`src/hdl/bcc_pkg.sv`:
```
package bcc_pkg;

    localparam int CfgWidth  = 16;
    localparam int CfgAddrW  = 3;
    localparam int TimeWidth = 32;

    typedef logic [1:0] evt_t;

    localparam evt_t EV_NONE   = 2'd0;
    localparam evt_t EV_SHORT  = 2'd1;
    localparam evt_t EV_LONG   = 2'd2;
    localparam evt_t EV_DOUBLE = 2'd3;

    localparam logic [CfgAddrW-1:0] REG_HOLD_LONG    = 3'd0;
    localparam logic [CfgAddrW-1:0] REG_RELEASE_LONG = 3'd1;
    localparam logic [CfgAddrW-1:0] REG_SHORT_MIN    = 3'd2;
    localparam logic [CfgAddrW-1:0] REG_DOUBLE_WIN   = 3'd3;

    localparam logic [CfgWidth-1:0] HOLD_LONG_RST    = 16'd1200;
    localparam logic [CfgWidth-1:0] RELEASE_LONG_RST = 16'd800;
    localparam logic [CfgWidth-1:0] SHORT_MIN_RST    = 16'd500;
    localparam logic [CfgWidth-1:0] DOUBLE_WIN_RST   = 16'd300;

    typedef struct packed {
        logic [CfgWidth-1:0] hold_long_ms;
        logic [CfgWidth-1:0] release_long_ms;
        logic [CfgWidth-1:0] short_min_ms;
        logic [CfgWidth-1:0] double_window_ms;
    } cfg_t;

endpackage

```
`src/hdl/bcc_cfg.sv`:
```
module bcc_cfg (
    input  logic                            clk,
    input  logic                            rst_n,
    input  logic                            cfg_we,
    input  logic [bcc_pkg::CfgAddrW-1:0]    cfg_addr,
    input  logic [bcc_pkg::CfgWidth-1:0]    cfg_data,
    output bcc_pkg::cfg_t                   cfg
);
    import bcc_pkg::*;

    cfg_t cfg_reg;
    cfg_t cfg_next;

    always_comb
    begin
        cfg_next = cfg_reg;
        if (cfg_we)
        begin
            case (cfg_addr)
                REG_HOLD_LONG:    cfg_next.hold_long_ms     = cfg_data;
                REG_RELEASE_LONG: cfg_next.release_long_ms  = cfg_data;
                REG_SHORT_MIN:    cfg_next.short_min_ms     = cfg_data;
                REG_DOUBLE_WIN:   cfg_next.double_window_ms = cfg_data;
                default:          cfg_next = cfg_reg;
            endcase
        end
    end

    always_ff @(posedge clk or negedge rst_n)
    begin
        if (!rst_n)
        begin
            cfg_reg.hold_long_ms     <= HOLD_LONG_RST;
            cfg_reg.release_long_ms  <= RELEASE_LONG_RST;
            cfg_reg.short_min_ms     <= SHORT_MIN_RST;
            cfg_reg.double_window_ms <= DOUBLE_WIN_RST;
        end
        else
        begin
            cfg_reg <= cfg_next;
        end
    end

    assign cfg = cfg_reg;

endmodule

```
`src/hdl/bcc_core.sv`:
```
module bcc_core (
    input  logic                            clk,
    input  logic                            rst_n,
    input  logic                            advance,
    input  logic                            pressed,
    input  logic [bcc_pkg::TimeWidth-1:0]   now_ms,
    input  bcc_pkg::cfg_t                   cfg,
    output bcc_pkg::evt_t                   evt
);
    import bcc_pkg::*;

    logic                 is_pressing_reg, is_pressing_next;
    logic [TimeWidth-1:0] press_start_reg, press_start_next;
    logic                 click_armed_reg, click_armed_next;
    logic [TimeWidth-1:0] first_click_reg, first_click_next;

    logic [TimeWidth-1:0] held;
    logic [TimeWidth-1:0] since_click;
    logic [TimeWidth-1:0] hold_lim, rel_lim, short_lim, win_lim;

    assign hold_lim  = {{(TimeWidth-CfgWidth){1'b0}}, cfg.hold_long_ms};
    assign rel_lim   = {{(TimeWidth-CfgWidth){1'b0}}, cfg.release_long_ms};
    assign short_lim = {{(TimeWidth-CfgWidth){1'b0}}, cfg.short_min_ms};
    assign win_lim   = {{(TimeWidth-CfgWidth){1'b0}}, cfg.double_window_ms};

    // A press that starts on this sample has a held time of zero.
    assign held        = is_pressing_reg ? (now_ms - press_start_reg) : '0;
    assign since_click = now_ms - first_click_reg;

    always_comb
    begin
        is_pressing_next = is_pressing_reg;
        press_start_next = press_start_reg;
        click_armed_next = click_armed_reg;
        first_click_next = first_click_reg;
        evt              = EV_NONE;
        if (pressed)
        begin
            is_pressing_next = 1'b1;
            if (!is_pressing_reg)
            begin
                press_start_next = now_ms;
            end
            if (held > hold_lim)
            begin
                click_armed_next = 1'b0;
                evt              = EV_LONG;
            end
        end
        else if (is_pressing_reg)
        begin
            is_pressing_next = 1'b0;
            if (held > rel_lim)
            begin
                click_armed_next = 1'b0;
                evt              = EV_LONG;
            end
            else if (held > short_lim)
            begin
                click_armed_next = 1'b0;
                evt              = EV_SHORT;
            end
            else if (click_armed_reg)
            begin
                if (since_click < win_lim)
                begin
                    click_armed_next = 1'b0;
                    evt              = EV_DOUBLE;
                end
            end
            else
            begin
                first_click_next = now_ms;
                click_armed_next = 1'b1;
            end
        end
        else if (click_armed_reg && (since_click > win_lim))
        begin
            click_armed_next = 1'b0;
            evt              = EV_SHORT;
        end
    end

    always_ff @(posedge clk or negedge rst_n)
    begin
        if (!rst_n)
        begin
            is_pressing_reg <= 1'b0;
            press_start_reg <= '0;
            click_armed_reg <= 1'b0;
            first_click_reg <= '0;
        end
        else if (advance)
        begin
            is_pressing_reg <= is_pressing_next;
            press_start_reg <= press_start_next;
            click_armed_reg <= click_armed_next;
            first_click_reg <= first_click_next;
        end
    end

endmodule

```
`src/hdl/button_click_classifier.sv`:
```
// Channel  | Handshake            | Payload
// ---------+----------------------+------------------------------
// in       | in_valid / in_ready  | pressed, now_ms
// out      | out_valid / out_ready| event_res
// cfg      | cfg_we               | cfg_addr, cfg_data
//
// Each beat is registered in the input register, and its result is offered from the
// result register.
// One beat is accepted per cycle while the output side keeps taking results.
// A stalled output holds its result and the input register holds the next beat.
// Reset restores the default thresholds and clears the press and click state.
module button_click_classifier (
    input  logic                            clk,
    input  logic                            rst_n,
    input  logic                            in_valid,
    output logic                            in_ready,
    input  logic                            pressed,
    input  logic [bcc_pkg::TimeWidth-1:0]   now_ms,
    output logic                            out_valid,
    input  logic                            out_ready,
    output bcc_pkg::evt_t                   event_res,
    input  logic                            cfg_we,
    input  logic [bcc_pkg::CfgAddrW-1:0]    cfg_addr,
    input  logic [bcc_pkg::CfgWidth-1:0]    cfg_data
);
    import bcc_pkg::*;

    cfg_t cfg;

    logic                 s1_valid_reg, s1_valid_next;
    logic                 s1_pressed_reg;
    logic [TimeWidth-1:0] s1_now_reg;
    logic                 s2_valid_reg, s2_valid_next;
    evt_t                 s2_evt_reg;
    evt_t                 evt;
    logic                 advance;
    logic                 take_in;

    assign advance  = s1_valid_reg && (!s2_valid_reg || out_ready);
    assign in_ready = !s1_valid_reg || advance;
    assign take_in  = in_valid && in_ready;

    assign s1_valid_next = take_in || (s1_valid_reg && !advance);
    assign s2_valid_next = advance || (s2_valid_reg && !out_ready);

    bcc_cfg u_cfg (
        .clk      (clk),
        .rst_n    (rst_n),
        .cfg_we   (cfg_we),
        .cfg_addr (cfg_addr),
        .cfg_data (cfg_data),
        .cfg      (cfg)
    );

    bcc_core u_core (
        .clk     (clk),
        .rst_n   (rst_n),
        .advance (advance),
        .pressed (s1_pressed_reg),
        .now_ms  (s1_now_reg),
        .cfg     (cfg),
        .evt     (evt)
    );

    always_ff @(posedge clk or negedge rst_n)
    begin
        if (!rst_n)
        begin
            s1_valid_reg <= 1'b0;
            s2_valid_reg <= 1'b0;
        end
        else
        begin
            s1_valid_reg <= s1_valid_next;
            s2_valid_reg <= s2_valid_next;
        end
    end

    always_ff @(posedge clk)
    begin
        if (take_in)
        begin
            s1_pressed_reg <= pressed;
            s1_now_reg     <= now_ms;
        end
        if (advance)
        begin
            s2_evt_reg <= evt;
        end
    end

    assign out_valid = s2_valid_reg;
    assign event_res = s2_evt_reg;

endmodule

```
`config.mk`:
```
export PLATFORM = sky130hd
export DESIGN_NAME = button_click_classifier
export DESIGN_NICKNAME = d
export VERILOG_FILES = /design/src/hdl/bcc_pkg.sv /design/src/hdl/bcc_cfg.sv /design/src/hdl/bcc_core.sv /design/src/hdl/button_click_classifier.sv
export SDC_FILE = /design/constraint.sdc
export NUM_CORES = 1
export LEC_CHECK = 0
export BUFFER_PORTS_ARGS = -buffer_cell sky130_fd_sc_hd__buf_2
export CORE_MARGIN = 2
export CORE_UTILIZATION = 45
export DETAILED_ROUTE_END_ITERATION = 16
export PLACE_DENSITY_LB_ADDON = 0.05
export SLEW_MARGIN = 20
export SYNTH_ARGS = -nofsm -noshare
export SYNTH_HDL_FRONTEND = slang
export SYNTH_HIERARCHICAL = 1
export SYNTH_SLANG_ARGS = --single-unit
```
`constraint.sdc`:
```
create_clock -name clk -period 4.5 [get_ports clk]
set_clock_uncertainty 0.2 [all_clocks]
set_input_delay 0 -clock clk [delete_from_list [all_inputs] [get_ports clk]]
set_output_delay 0 -clock clk [all_outputs]
set_load 0.005 [all_outputs]
```
==> out/qor.csv <==
metric;value;unit
max_freq;0.2171;GHz
wire_per_inst;18.77;um
drive_gt1_share;30.17;%
finalHoldViolCount;0;
initial_core_util;45.94;%
reg2reg_depth;19;
nFillCells;2383;
hold_slack;0.02980;ns
dieArea;28860;um2
dp_hpwl;26060;um
place.gp.congestion;0.9086;
setup-violations-final;33;
hp-class;primary input to async pin;
cp.arrival;4.69;ns
critPathKind;flop to flop;
post-route-min-period;4.607;ns
ys_seq_area_share;35.34;%
wl_met3;1039;um
coreArea;26950;um2
finish.utilization;57.40;%
synth-async-reset-ratio;79.04;%
met2WireLength;16140;um
grt.total_usage;24.43;%
pre_cts_ws;-0.3018;ns
power.total;6.750;mW
yosysWarningCount;6;
synth_cells;1266;
cts_made_buffers;17;
finalWirelength;34660;um
cell_internal_pwr;4.133;mW
path_clk_slew;0.07;ns
cts_max_level;4;
ant_nets;0;
grt_overflow;0;
p_per_area;436.3;nW/um2
layout_commonest_cell;inv_1;
violations;setup timing;
synth_edf_count;35;
fin_nets;1674;
ys_types;87;
ios;61;
drcViolationCount;0;
via_per_inst;5.642;
die_h;169.9;um
outcome;complete, but fails checks;
root_buffer;clkbuf_16;
seqPwrFrac;29.3;%
tritoncts;yes;
path_max_fanout;4;
rows;60;
worst_slack;-0.1068;ns
cts_max_path_buffers;2;
grt_max_degree;96;
crit_required;4.59;ns
start_kind;flop;
num_vias;10420;
final_cell_mix;139 x inv_1, 121 x buf_4, 115 x dfrtp_1;
finalNonFillerCells;1846;
cts_num_sinks;167;
p_clk_share;22.0;%
cp-end-kind;flop;
max_slew_margin;29.08;%
dr.pass1.iters;5;
syn2layout_area_growth;24.96;%
synth-seq-cells;167;
grt_pass1_wl;54950;um
n_antenna_cell;0;
min_period_over_period;102.4;%
rsz0062_at_grt;yes;
worstMarginPinSlew;1.063;ns
ir_worst_vdd;0.3869;mV
synthFlopType;dfrtp_1;
r2r_slack;-0.11;ns
synthesis.nets;1448;
dieWidth;169.9;um
insertion_delay;0.45;ns
topRoutingLayerUsed;met4;
drtIter0Drc;513;
first_global_vias;10260;
switchingPower;2.617;mW
met1_length;16940;um
avgSynthCellArea;9.779;um2
antenna_found_initial;0;
numPlacedInstances;1734;
finalMaxSlewViolations;0;
netlist_area;12380;um2
drv_cap;0;
p_leak;7.110;nW
largest_reg_flops;64;
io_buffers;60;
switching_share;38.77;%
pwr-share-comb;48.6;%
[worst paths after layout]
| check | start | to |
|---|---|---|
| max | s1_now_reg[3] | event_res[1] |
| min | rst_n | u_cfg/cfg[17] |
| max reg2reg | s1_now_reg[3] | event_res[1] |
| min reg2reg | u_core/press_start_reg[11] | u_core/press_start_reg[11] |
| max in group asynchronous | rst_n | u_core/first_click_reg[15] |
| min in group clk | now_ms[22] | s1_now_reg[22] |
[synthesized netlist by cell type, types with 4 or more instances]
cell | count | share of area, %
a211oi_1 | 13 | 0.79
a21o_1 | 33 | 2.0
a21oi_1 | 85 | 3.4
a31o_2 | 4 | 0.28
a31oi_1 | 11 | 0.56
and2_1 | 13 | 0.66
and3_1 | 9 | 0.45
and4_1 | 10 | 0.71
buf_2 | 7 | 0.28
buf_6 | 8 | 0.73
clkbuf_1 | 22 | 0.67
dfrtp_1 | 115 | 23
dfstp_2 | 17 | 3.6
edfxtp_1 | 35 | 8.5
ha_1 | 123 | 12
inv_1 | 142 | 4.3
mux2_2 | 98 | 8.9
mux2_4 | 29 | 3.5
mux2i_1 | 5 | 0.40
nand2_1 | 73 | 2.2
nand2b_1 | 16 | 0.81
nand3_1 | 21 | 0.85
nand4_1 | 32 | 1.6
nand4b_1 | 4 | 0.28
nor2_1 | 73 | 2.2
nor2b_1 | 12 | 0.61
nor3_1 | 18 | 0.73
nor4_1 | 11 | 0.56
o2111ai_1 | 8 | 0.57
o211ai_1 | 10 | 0.61
o21a_1 | 11 | 0.67
o21ai_0 | 57 | 2.3
o21ai_1 | 5 | 0.20
o21bai_1 | 5 | 0.30
o31ai_1 | 6 | 0.36
or3_1 | 8 | 0.40
or4_1 | 4 | 0.24
xnor2_1 | 21 | 1.5
xor2_1 | 18 | 1.3
[stage by stage]
stage,TNS (ns),cell area [um2]
global route,-8.916,15470
CTS,-3.066,15180
floorplan,0,12390
global placement,-5.883,13730
detailed placement,-7.940,13730
finish,-2.361,15470
[routing by layer]
| metal | vias up | GRT usage [%] |
|---|---|---|
| met2 | 170 | 39.73 |
| li1 | 5094 | - |
| met5 | - | 0 |
| met1 | 5112 | 34.33 |
| met4 | 0 | 6.355 |
| met3 | 40 | 3.395 |
[worst max-delay path: stages, from the launching register on]
cell       delay [ns]
edfxtp_1         0.41
buf_4            0.15
buf_4            0.14
ha_4             0.25
a21oi_2          0.18
o211ai_1         0.17
o21ai_4          0.20
nand3_2          0.12
xor2_1           0.20
ha_1             0.33
a2111oi_4        0.35
o21ai_1          0.11
a221oi_1         0.23
and3_1           0.20
and2_1           0.12
o31ai_1          0.06
nor4_1           0.21
nand4_1          0.30
or3_1            0.43
o211ai_1         0.09
[cell families after synthesis]
family	share of synthesized area (%)
AO/OA/AOI/OAI	15.92
XOR/XNOR	2.759
adder cells (fa/ha/maj)	12.83
AND/OR/NAND/NOR	14.30
buffers and inverters	6.013
multiplexers	12.83
flip-flops	35.34
[final cells by class]
class                      count  area (um2)  share of cell area (%)
clock buffer                  18       429.2                   2.774
clock inverter                14       140.1                  0.9058
inverter                     142       533.0                   3.445
multi-input combinational    919        7667                   49.56
sequential                   167        4375                   28.28
tap                          341       426.7                   2.758
timing repair buffer         245        1899                   12.28
[power by group through the flow]
stage | logic [mW] | registers [mW] | clock network [mW]
global route | 3.63 | 2.01 | 1.59
CTS | 3.15 | 1.98 | 1.53
global placement | 2.95 | 2.00 | 0
detailed placement | 2.97 | 2.01 | 0
floorplan | 2.02 | 1.96 | 0
finish | 3.28 | 1.98 | 1.49
[what timing repair did]
| action | 4_1_cts | 5_1_grt |
|---|---|---|
| hold buffers | 56 | 0 |
| hold endpoints to repair | 223 | 0 |
| setup endpoints to repair | 34 | 35 |
| gates resized for setup | 55 | 39 |
| setup buffers | 9 | 14 |
| pin swaps | 36 | 40 |
| gates cloned | 1 | 0 |
Note: power is estimated with default switching activity, not from simulation.
